## config.mk

```make
export PLATFORM = sky130hd
export DESIGN_NAME = lamp_effect_sequencer
export DESIGN_NICKNAME = d
export VERILOG_FILES = /design/src/rtl/les_pkg.sv /design/src/rtl/les_core.sv /design/src/rtl/lamp_effect_sequencer.sv
export SDC_FILE = /design/constraint.sdc
export NUM_CORES = 1
export LEC_CHECK = 0
export BUFFER_PORTS_ARGS = -buffer_cell sky130_fd_sc_hd__buf_2
export CAP_MARGIN = 20
export CELL_PAD_IN_SITES_DETAIL_PLACEMENT = 1
export CELL_PAD_IN_SITES_GLOBAL_PLACEMENT = 1
export CORE_AREA = 2 2 151 153
export CTS_CLUSTER_DIAMETER = 40
export DETAILED_ROUTE_END_ITERATION = 10
export DIE_AREA = 0 0 153 155
export PLACE_DENSITY_LB_ADDON = 0.25
export SLEW_MARGIN = 20
export SYNTH_ARGS = -nofsm -noshare
export SYNTH_HDL_FRONTEND = slang
export SYNTH_SLANG_ARGS = --single-unit
```

## constraint.sdc

```tcl
create_clock -name clock -period 7.9 [get_ports clock]
set_clock_uncertainty 0.15 [all_clocks]
set_input_delay 1.58 -clock clock [delete_from_list [all_inputs] [get_ports clock]]
set_output_delay 1.58 -clock clock [all_outputs]
set_load 0.02 [all_outputs]
```

## src/rtl/les_pkg.sv

```systemverilog
// shared types, command codes and pattern tables for the lamp effect sequencer
package les_pkg;

   // command codes carried in one request beat
   typedef enum logic [1:0] {
      CMD_TICK  = 2'd0,
      CMD_START = 2'd1,
      CMD_STOP  = 2'd2,
      CMD_EDGE  = 2'd3
   } cmd_type;

   // configuration register indexes
   localparam logic CSR_HIGH_BEAM = 1'b0;
   localparam logic CSR_DEBOUNCE  = 1'b1;

   localparam int unsigned CSR_DATA_W = 16;

   // one request beat
   typedef struct packed {
      cmd_type            cmd;
      logic [3:0]         effect_id;
      logic signed [8:0]  repeat_count;
      logic [15:0]        step_delay;
      logic               beam_level;
   } beat_type;

   // one response beat
   typedef struct packed {
      logic [3:0] lamps;
      logic       lamps_written;
      logic       effect_active;
      logic       beam_active;
   } result_type;

   // number of steps in each pattern
   function automatic logic [3:0] pattern_len(input logic [2:0] eff);
      logic [3:0] len;
      case (eff)
         3'd0:    len = 4'd4;
         3'd1:    len = 4'd4;
         3'd2:    len = 4'd7;
         3'd3:    len = 4'd2;
         3'd4:    len = 4'd2;
         3'd5:    len = 4'd2;
         3'd6:    len = 4'd4;
         3'd7:    len = 4'd4;
         default: len = 4'd4;
      endcase
      return len;
   endfunction

   // lamp pattern of one step; steps past the end read as all off
   function automatic logic [3:0] pattern_step(input logic [2:0] eff, input logic [2:0] idx);
      logic [3:0] pat;
      pat = 4'b0000;
      case (eff)
         3'd0: begin
            case (idx)
               3'd0:    pat = 4'b1000;
               3'd1:    pat = 4'b0100;
               3'd2:    pat = 4'b0010;
               3'd3:    pat = 4'b0001;
               default: pat = 4'b0000;
            endcase
         end
         3'd1: begin
            case (idx)
               3'd0:    pat = 4'b0001;
               3'd1:    pat = 4'b0010;
               3'd2:    pat = 4'b0100;
               3'd3:    pat = 4'b1000;
               default: pat = 4'b0000;
            endcase
         end
         3'd2: begin
            case (idx)
               3'd0:    pat = 4'b0001;
               3'd1:    pat = 4'b0010;
               3'd2:    pat = 4'b0100;
               3'd3:    pat = 4'b1000;
               3'd4:    pat = 4'b0100;
               3'd5:    pat = 4'b0010;
               3'd6:    pat = 4'b0001;
               default: pat = 4'b0000;
            endcase
         end
         3'd3: begin
            case (idx)
               3'd0:    pat = 4'b1010;
               3'd1:    pat = 4'b0101;
               default: pat = 4'b0000;
            endcase
         end
         3'd4: begin
            case (idx)
               3'd0:    pat = 4'b1111;
               default: pat = 4'b0000;
            endcase
         end
         3'd5: begin
            case (idx)
               3'd0:    pat = 4'b1001;
               3'd1:    pat = 4'b0110;
               default: pat = 4'b0000;
            endcase
         end
         3'd6: begin
            case (idx)
               3'd0:    pat = 4'b1000;
               3'd1:    pat = 4'b1100;
               3'd2:    pat = 4'b1110;
               3'd3:    pat = 4'b1111;
               default: pat = 4'b0000;
            endcase
         end
         3'd7: begin
            case (idx)
               3'd0:    pat = 4'b0001;
               3'd1:    pat = 4'b0011;
               3'd2:    pat = 4'b0111;
               3'd3:    pat = 4'b1111;
               default: pat = 4'b0000;
            endcase
         end
         default: pat = 4'b0000;
      endcase
      return pat;
   endfunction

endpackage

```

## src/rtl/les_core.sv

```systemverilog
// sequencer state, debounce counters and per-beat next-state logic
module les_core #(
   parameter int unsigned NUM_EFFECTS = 8
) (
   input  logic                          clock,
   input  logic                          reset,
   input  logic                          csr_wr_en,
   input  logic                          csr_index,
   input  logic [les_pkg::CSR_DATA_W-1:0] csr_wr_data,
   input  logic                          fire,
   input  les_pkg::beat_type             beat,
   output les_pkg::result_type           result
);

   localparam logic [3:0] NUM_EFF_W = 4'(NUM_EFFECTS);

   // configuration
   logic [3:0]  high_beam_ff;
   logic [15:0] debounce_ff;

   // sequencer state
   logic [3:0]  lamp_ff,      lamp_in;
   logic        running_ff,   running_in;
   logic        stop_ff,      stop_in;
   logic        beam_sig_ff,  beam_sig_in;
   logic        beam_shown_ff, beam_shown_in;
   logic        first_ff,     first_in;
   logic [3:0]  effect_ff,    effect_in;
   logic [2:0]  step_ff,      step_in;
   logic [8:0]  repeats_ff,   repeats_in;
   logic [15:0] hold_ff,      hold_in;
   logic [15:0] elapsed_ff,   elapsed_in;
   logic [15:0] since_ff,     since_in;
   logic        wrote;

   // configuration writes
   always_ff @(posedge clock) begin
      if (reset) begin
         high_beam_ff <= 4'd15;
         debounce_ff  <= 16'd50;
      end else if (csr_wr_en) begin
         case (csr_index)
            les_pkg::CSR_HIGH_BEAM: high_beam_ff <= csr_wr_data[3:0];
            les_pkg::CSR_DEBOUNCE:  debounce_ff  <= csr_wr_data[15:0];
            default:                ;
         endcase
      end
   end

   // next state for one beat
   always_comb begin
      logic [2:0]  eff;
      logic [2:0]  idx;
      logic [3:0]  idx_nxt;
      logic [15:0] elapsed_v;

      lamp_in       = lamp_ff;
      running_in    = running_ff;
      stop_in       = stop_ff;
      beam_sig_in   = beam_sig_ff;
      beam_shown_in = beam_shown_ff;
      first_in      = first_ff;
      effect_in     = effect_ff;
      step_in       = step_ff;
      repeats_in    = repeats_ff;
      hold_in       = hold_ff;
      elapsed_in    = elapsed_ff;
      since_in      = since_ff;
      wrote         = 1'b0;
      eff           = effect_ff[2:0];
      idx           = step_ff;
      idx_nxt       = 4'd0;
      elapsed_v     = elapsed_ff;

      case (beat.cmd)
         les_pkg::CMD_TICK: begin
            if (since_ff != 16'hFFFF) since_in = since_ff + 16'd1;
            // beam takes over, beam released, pending stop, then the pattern
            if (beam_sig_ff && !beam_shown_ff) begin
               lamp_in       = high_beam_ff;
               wrote         = 1'b1;
               beam_shown_in = 1'b1;
            end else if (!beam_sig_ff && beam_shown_ff) begin
               stop_in = 1'b1;
            end else if (stop_ff) begin
               lamp_in       = beam_sig_ff ? high_beam_ff : 4'd0;
               wrote         = 1'b1;
               beam_shown_in = beam_sig_ff;
               running_in    = 1'b0;
               stop_in       = 1'b0;
            end else if (running_ff) begin
               if (effect_ff >= NUM_EFF_W) begin
                  running_in = 1'b0;
                  lamp_in    = 4'd0;
                  wrote      = 1'b1;
               end else begin
                  // first step shows step zero
                  if (first_ff) begin
                     first_in = 1'b0;
                     lamp_in  = les_pkg::pattern_step(eff, 3'd0);
                     wrote    = 1'b1;
                     idx      = 3'd1;
                  end
                  step_in = idx;
                  // step due: finish or advance
                  if (elapsed_ff >= hold_ff) begin
                     if (repeats_ff == 9'd0) begin
                        running_in = 1'b0;
                        lamp_in    = 4'd0;
                        wrote      = 1'b1;
                     end else begin
                        elapsed_v = 16'd0;
                        lamp_in   = les_pkg::pattern_step(eff, idx);
                        wrote     = 1'b1;
                        idx_nxt   = {1'b0, idx} + 4'd1;
                        if (idx_nxt >= les_pkg::pattern_len(eff)) begin
                           step_in = 3'd0;
                           if (!repeats_ff[8]) repeats_in = repeats_ff - 9'd1;
                        end else begin
                           step_in = idx_nxt[2:0];
                        end
                     end
                  end
               end
            end
            if (elapsed_v != 16'hFFFF) elapsed_in = elapsed_v + 16'd1;
            else                       elapsed_in = elapsed_v;
         end
         les_pkg::CMD_START: begin
            stop_in    = 1'b0;
            lamp_in    = 4'd0;
            wrote      = 1'b1;
            first_in   = 1'b1;
            step_in    = 3'd0;
            repeats_in = beat.repeat_count;
            running_in = 1'b1;
            elapsed_in = 16'd0;
            hold_in    = beat.step_delay;
            effect_in  = beat.effect_id;
         end
         les_pkg::CMD_STOP: begin
            stop_in = 1'b1;
         end
         les_pkg::CMD_EDGE: begin
            // debounced beam edge
            if (since_ff > debounce_ff) begin
               if (beat.beam_level) stop_in = 1'b1;
               beam_sig_in = beat.beam_level;
               since_in    = 16'd0;
            end
         end
         default: ;
      endcase
   end

   assign result.lamps         = lamp_in;
   assign result.lamps_written = wrote;
   assign result.effect_active = running_in;
   assign result.beam_active   = beam_shown_in;

   // state registers
   always_ff @(posedge clock) begin
      if (reset) begin
         lamp_ff       <= 4'd0;
         running_ff    <= 1'b0;
         stop_ff       <= 1'b0;
         beam_sig_ff   <= 1'b0;
         beam_shown_ff <= 1'b0;
         first_ff      <= 1'b0;
         effect_ff     <= 4'd0;
         step_ff       <= 3'd0;
         repeats_ff    <= 9'd0;
         hold_ff       <= 16'd0;
         elapsed_ff    <= 16'd0;
         since_ff      <= 16'hFFFF;
      end else if (fire) begin
         lamp_ff       <= lamp_in;
         running_ff    <= running_in;
         stop_ff       <= stop_in;
         beam_sig_ff   <= beam_sig_in;
         beam_shown_ff <= beam_shown_in;
         first_ff      <= first_in;
         effect_ff     <= effect_in;
         step_ff       <= step_in;
         repeats_ff    <= repeats_in;
         hold_ff       <= hold_in;
         elapsed_ff    <= elapsed_in;
         since_ff      <= since_in;
      end
   end

endmodule

```

## src/rtl/lamp_effect_sequencer.sv

```systemverilog
// top level: request register, sequencer core and response register
//
//  channel  | ports                                            | direction
//  ---------+--------------------------------------------------+----------
//  request  | req_valid req_ready req_cmd .. req_beam_level    | in
//  response | rsp_valid rsp_ready rsp_lamps .. rsp_beam_active | out
//  csr      | csr_wr_en csr_index csr_wr_data                  | in
//
// one beat per cycle sustained while rsp_ready holds; an accepted request passes
// through the request register, then the state update into the response
// register, where it raises rsp_valid.
// synchronous active-high reset returns all sequencer state and the csrs to defaults.
// a stalled response holds the pipe; the request register still takes a beat
// while empty, so a full response and a waiting request can sit side by side.
module lamp_effect_sequencer #(
   parameter int unsigned NUM_EFFECTS = 8
) (
   input  logic                           clock,
   input  logic                           reset,
   input  logic                           req_valid,
   output logic                           req_ready,
   input  logic [1:0]                     req_cmd,
   input  logic [3:0]                     req_effect_id,
   input  logic signed [8:0]              req_repeat_count,
   input  logic [15:0]                    req_step_delay,
   input  logic                           req_beam_level,
   output logic                           rsp_valid,
   input  logic                           rsp_ready,
   output logic [3:0]                     rsp_lamps,
   output logic                           rsp_lamps_written,
   output logic                           rsp_effect_active,
   output logic                           rsp_beam_active,
   input  logic                           csr_wr_en,
   input  logic                           csr_index,
   input  logic [les_pkg::CSR_DATA_W-1:0] csr_wr_data
);

   logic                 in_vld_ff;
   les_pkg::beat_type    in_beat_ff;
   logic                 out_vld_ff;
   les_pkg::result_type  out_ff;
   les_pkg::result_type  result;
   logic                 advance;
   logic                 fire;

   // pipe moves when the response register is free or being drained
   assign advance   = !out_vld_ff || rsp_ready;
   assign fire      = in_vld_ff && advance;
   assign req_ready = !in_vld_ff || advance;

   // request register
   always_ff @(posedge clock) begin
      if (reset) begin
         in_vld_ff <= 1'b0;
      end else if (req_ready) begin
         in_vld_ff <= req_valid;
      end
   end

   always_ff @(posedge clock) begin
      if (req_ready && req_valid) begin
         in_beat_ff.cmd          <= les_pkg::cmd_type'(req_cmd);
         in_beat_ff.effect_id    <= req_effect_id;
         in_beat_ff.repeat_count <= req_repeat_count;
         in_beat_ff.step_delay   <= req_step_delay;
         in_beat_ff.beam_level   <= req_beam_level;
      end
   end

   les_core #(
      .NUM_EFFECTS (NUM_EFFECTS)
   ) u_core (
      .clock       (clock),
      .reset       (reset),
      .csr_wr_en   (csr_wr_en),
      .csr_index   (csr_index),
      .csr_wr_data (csr_wr_data),
      .fire        (fire),
      .beat        (in_beat_ff),
      .result      (result)
   );

   // response register
   always_ff @(posedge clock) begin
      if (reset) begin
         out_vld_ff <= 1'b0;
      end else if (advance) begin
         out_vld_ff <= in_vld_ff;
      end
   end

   always_ff @(posedge clock) begin
      if (fire) begin
         out_ff <= result;
      end
   end

   assign rsp_valid         = out_vld_ff;
   assign rsp_lamps         = out_ff.lamps;
   assign rsp_lamps_written = out_ff.lamps_written;
   assign rsp_effect_active = out_ff.effect_active;
   assign rsp_beam_active   = out_ff.beam_active;

endmodule
```

# == Word-level counts from Yosys, hierarchy flattened ==
# Memories as Yosys holds them, arrays and structs flattened. A register that Yosys moved wholly into a read port is not among the register bits.
# Cells that the tools add are included.
# totals
register_bits,134
romBits,24
inputBits,54
elab_cells,197
mem_count,1
# memory_table
name,words,width,read_ports,rd_clocked_by_memory_dff,write_ports,line_no,source
(no name shown),8,3,1,1,0,les_pkg.sv:38,case (eff)
# op_classes
add_sub_neg,4
n_lt_le_gt_ge,4
eq_ne,30
muxes,100
bitwise,1
n_reduce_logical,31
# op_table
operator,count
16-bit 2-to-1 mux,11
9-bit 2-to-1 mux,9
4-bit case mux with 4 select lines,5
4-bit 2-to-1 mux,18
16-bit case mux with 2 select lines,2
3-bit 2-to-1 mux,17
"16-bit by 1-bit adder with 16-bit output, second input constant",2
"16-bit != test, second input constant",2
4-bit case mux with 8 select lines,1
1-bit 2-to-1 mux,27
4-bit case mux with 2 select lines,3
"3-bit == test, second input constant",7
4-bit case mux with 5 select lines,1
9-bit case mux with 2 select lines,1
16-bit >= comparator,1
16-bit greater-than comparator,1
"2-bit != test, second input constant",7
"3-bit by 2-bit == test with 1-bit output, second input constant",4
11-bit AND reduction,1
"2-bit by 1-bit != test with 1-bit output, second input constant",5
10-bit AND reduction,1
9-bit zero test,1
"9-bit by 1-bit subtractor with 9-bit output, second input constant",1
2-bit AND reduction,4
21 further kinds,38

# == Depth between registers and ports, before layout ==
# depth
depth_word,19
mapped_depth,18
depth_no_buf,17

# == Modules after synthesis ==
# A second synthesis with hierarchy kept.
# unflattened
hier_cells,883
hier_area_um2,7563.5
# modules_own_cells
mod,n_inst,cells_per_inst,area_each_um2,seq_area_each_um2
les_core,1,834,6288.5,1921.8
lamp_effect_sequencer,1,49,1275.0,1211.2

# == Worst setup path before layout ==
# No wires, ideal clock.
# synth_path
path_kind,reg-to-reg
startpoint,register u_core.hold_ff[5]
endpoint,register u_core.elapsed_ff[15]
t_arrival_ps,3460
required_time_ps,7628
setup_slack_ps,4168
stages_incl_launch_ff,18
n_path_buf,1
period_less_slack_ps,3732
cell_sequence,dfxtp_1 -> inv_1 -> ha_1 -> o21a_1 -> o211ai_1 -> a211oi_1 -> a211o_1 -> buf_4 -> nand3_1 -> and2_1 -> ha_1 -> and3_1 -> a2111oi_0 -> nand2_1 -> a31oi_1 -> a41oi_1 -> o21ai_1 -> o31ai_1
# synth_via
elab_chain_cells,11
# synth_lines
item,line_no,source
start: declaration,les_core.sv:31,"logic [15:0] hold_ff, hold_in;"
start signal: assignment,les_core.sv:186,hold_ff <= hold_in;
16-bit >= comparator *,les_core.sv:106,if (elapsed_ff >= hold_ff) begin
16-bit 2-to-1 mux *,les_core.sv:106,
16-bit 2-to-1 mux *,les_core.sv:92,if (effect_ff >= NUM_EFF_W) begin
16-bit 2-to-1 mux *,les_core.sv:91,end else if (running_ff) begin
16-bit 2-to-1 mux *,les_core.sv:85,end else if (stop_ff) begin
16-bit 2-to-1 mux *,les_core.sv:83,end else if (!beam_sig_ff && beam_shown_ff) begin
16-bit 2-to-1 mux *,les_core.sv:79,if (beam_sig_ff && !beam_shown_ff) begin
16-bit 2-to-1 mux *,les_core.sv:75,case (beat.cmd)
16-bit by 1-bit adder with 16-bit output or 16-bit != test (tied branches),les_core.sv:126,if (elapsed_v != 16'hFFFF) elapsed_in = elapsed_v + 16'd1;
16-bit 2-to-1 mux *,les_core.sv:126,
16-bit case mux with 2 select lines *,les_core.sv:75,
end signal: assignment,les_core.sv:187,elapsed_ff <= elapsed_in;
end: declaration,les_core.sv:32,"logic [15:0] elapsed_ff, elapsed_in;"
# Every way passes the cells marked *; elsewhere a longest branch is shown, timed or not. The select of a mux whose other input is x is not followed.
# A chain may end at the register's enable or synchronous reset.

# == Worst setup path after layout ==
# layout_path
startpoint,register u_core.elapsed_ff[4]
endpoint,register u_core.elapsed_ff[15]
# layout_via
elab_chain_cells,11
# layout_lines
item,line_no
16-bit >= comparator or 16-bit 2-to-1 mux (tied branches),"les_core.sv:106, les_core.sv:107"
16-bit 2-to-1 mux,les_core.sv:106
16-bit 2-to-1 mux,les_core.sv:92
16-bit 2-to-1 mux,les_core.sv:91
16-bit 2-to-1 mux,les_core.sv:85
16-bit 2-to-1 mux,les_core.sv:83
16-bit 2-to-1 mux *,les_core.sv:79
16-bit 2-to-1 mux *,les_core.sv:75
16-bit by 1-bit adder with 16-bit output or 16-bit != test (tied branches),les_core.sv:126
16-bit 2-to-1 mux *,les_core.sv:126
16-bit case mux with 2 select lines *,les_core.sv:75
# Marks and branches as above.

==> results.json <==
{
  "synth_edf_count": 39,
  "wl_per_cell_um": 15.94,
  "min_period_over_period_pct": 56.90,
  "clk_latency_ps": 430,
  "drt_first_pass_iters": 5,
  "max_freq_ghz": 0.2225,
  "drc": 0,
  "num_vias": 6377,
  "leakage_nw": 3.373,
  "place_congestion": 0.7719,
  "yosysMostFrequentCell": "nand2_1",
  "rsz0062_at_grt": "no",
  "setup_violations": 0,
  "met2RoutedLength_um": 8609,
  "seq_area_frac_synth_pct": 41.40,
  "relSlewSlack_pct": 32.43,
  "clockRootBuffer": "clkbuf_16",
  "cts_setup_buffers": 0,
  "hold_start": "u_core.hold_ff[3]$_SDFFE_PP0P_",
  "yosys-top-cells-area": "dfxtp_1, edfxtp_1, ha_1, nand2_1, a21oi_1",
  "fin_hold_ws_ps": 304.5,
  "diodes": 0,
  "synth_cell_types": 76,
  "grt_usage_pct": 16.67,
  "grt_pass1_wl_um": 32430,
  "synth_mux_area_share_pct": 1.504,
  "yosys_most_used_dff": "dfxtp_1",
  "post_cts_resized": 0,
  "hold_viol": 0,
  "crit_path_end_kind": "flip-flop",
  "wl_met1_um": 9981,
  "rows": 55,
  "drive_above_1_share_pct": 13.01,
  "critPathKind": "flip-flop to flip-flop",
  "ys_seq_elements": 137,
  "crit_path_max_fanout": 11,
  "die-area_um2": 23720,
  "yosys.area.top_type": "dfxtp_1",
  "synth_adder_area_share_pct": 7.935,
  "finalMaxSlewViolations": 0,
  "drtIter0Drc": 292,
  "fill_cells": 2657,
  "port_buffers": 62,
  "cts_made_buffers": 17,
  "ir_drop_v": 0.0001591,
  "min_period_ps": 4495,
  "status": "complete, no violations",
  "synth_compound_area_share_pct": 20.10,
  "crit_required_ps": 8060,
  "clock-sinks": 137,
  "cts-htree-levels": 4,
  "hold_path_class": "flip-flop to flip-flop",
  "crit_start": "u_core.elapsed_ff[4]$_SDFFE_PP0P_",
  "avgViaCountPerCell": 5.249,
  "grt_pass1_vias": 6465,
  "grt_max_degree": 90,
  "met3WireLength_um": 490,
  "wirelength_um": 19370,
  "fin_nets": 1019,
  "maxCapViolations": 0,
  "worst_slew_pin_slew_ps": 1014,
  "hpwl_um": 13860,
  "clk_transition_reported_paths_ps": 60,
  "cp-start-kind": "flip-flop",
  "async_flop_share_pct": 0,
  "regToRegSetupSlack_ps": 3410,
  "cp.arrival_ps": 4660,
  "synth-xor-area-share_pct": 1.620,
  "io_pins": 63,
  "synth_top_family_by_area": "simple AND/OR/NAND/NOR gates",
  "netlist_area_um2": 7569,
  "avgSynthCellArea_um2": 8.581,
  "powerDensity_nw_per_um2": 215.2,
  "highest_layer": "met4",
  "synth_common_cells": "nand2_1, dfxtp_1, a21oi_1",
  "initial_core_util_pct": 34.05,
  "antenna_found_initial": 0,
  "yosysWarningCount": 0,
  "cts_tree": "yes",
  "die_x_um": 153,
  "setup_tns_ps": 0,
  "core_um2": 22230,
  "synth-simple-area-share_pct": 21.23,
  "netlist.area_leader.share_pct": 25.92,
  "postCtsHoldBufs": 0,
  "regToRegStartpoint": "u_core.elapsed_ff[4]$_SDFFE_PP0P_",
  "syn2layout_area_growth_pct": 14.48,
  "grt-ovfl-total": 0,
  "fp.dieH_um": 155,
  "clk_path_buf_depth": 2,
  "syn_inst": 882,
  "ant_nets": 0,
  "syn_nets": 984
}
[kinds of logic after synthesis]
group / Yosys count
buffers and inverters: 113
AOI/OAI and AO/OA: 231
DFF: 137
adders and majority gates: 48
and+or+nand+nor: 328
xor gates and xnor gates: 14
muxes: 11
[through the flow]
stage	util, %	std cells	area, um2	setup slack, ps	total power (W)
after floorplan	-	882	7569	4168	0.0009694
final	38.98	1215	8665	3405	0.001865
after global routing	38.98	1215	8665	3026	0.001952
after detailed placement	36.15	1183	8035	3297	0.001037
after CTS	38.98	1215	8665	3394	0.001893
after global placement	36.15	1183	8035	3416	0.001032
[path summary, 6_finish.rpt]
kind                                                           end  cells after the start
worst max-delay path            u_core.elapsed_ff[15]$_SDFFE_PP0P_                     15
worst min-delay path                u_core.hold_ff[3]$_SDFFE_PP0P_                      2
worst max register to register  u_core.elapsed_ff[15]$_SDFFE_PP0P_                     15
worst min register to register      u_core.hold_ff[3]$_SDFFE_PP0P_                      2
[layer usage]
metal / vias to the layer above / track usage, %
met5: - / 0
met4: 0 / 5.732
met3: 20 / 2.368
met2: 96 / 26.69
met1: 3030 / 23.17
li1: 3231 / -
[registers in the layout, summed over array words and instances (netlist names), 3 cells and up, named ones only]
| name | count |
|---|---|
| u_core.lamp_ff | 4 |
| u_core.high_beam_ff | 4 |
| in_beat_ff | 32 |
| rsp_lamps | 4 |
| u_core.repeats_ff | 9 |
| u_core.elapsed_ff | 16 |
| u_core.step_ff | 3 |
| u_core.since_ff | 16 |
| u_core.effect_ff | 4 |
| u_core.hold_ff | 16 |
| u_core.debounce_ff | 16 |
[report_power, final]
group	leakage [nW]	total (W)	switching [W]	internal (W)
sequential	1.18	0.000786	0.0000294	0.000756
combinational	1.89	0.000234	0.000143	0.0000909
clock	0.302	0.000845	0.000335	0.000510
total	3.37	0.00186	0.000508	0.00136
[layout by cell type (no fill, tap or decap), types with 4 or more instances in the layout]
| master | instances |
|---|---|
| mux2i_1 | 8 |
| nand3_1 | 22 |
| nor3_1 | 29 |
| nor2_1 | 70 |
| buf_2 | 62 |
| inv_1 | 62 |
| nand3b_1 | 6 |
| xnor2_1 | 12 |
| inv_6 | 5 |
| a21o_1 | 4 |
| clkbuf_16 | 19 |
| o21ai_1 | 7 |
| buf_4 | 5 |
| a31oi_1 | 13 |
| and2_1 | 7 |
| ha_1 | 48 |
| nor4_1 | 9 |
| o21bai_1 | 13 |
| dfxtp_1 | 98 |
| clkinv_4 | 4 |
| a211oi_1 | 9 |
| o21ai_0 | 32 |
| a2111oi_0 | 4 |
| nand2_1 | 110 |
| nor2b_1 | 13 |
| o31ai_1 | 9 |
| edfxtp_1 | 39 |
| nand4_1 | 18 |
| a22oi_1 | 8 |
| a21oi_1 | 76 |
| nand2b_1 | 16 |
| o21a_1 | 7 |
| and3_1 | 7 |
[cell type report]
type                    instances  area [um2]  area share, %
multi-input cells             632        3965          45.76
repair buffers                 67       347.8          4.014
well taps                     285       356.6          4.116
flip-flops and latches        137        3133          36.16
clock buffers                  19       475.5          5.487
inverters                      62       232.7          2.686
clock inverters                13       153.9          1.776
[critical path, cell delays in order (launching register included)]
cell       delay (ps)
dfxtp_1           370
ha_1              300
o21a_1            110
o211ai_1           80
a211oi_1          390
a211o_1           490
nand3_1           360
and2_1            280
ha_1              240
and3_1            250
a2111oi_0         510
nand2_1           140
a31oi_1           310
a41oi_1           160
o21ai_1           150
o31ai_1            80
(Power assumes the default switching activity.)
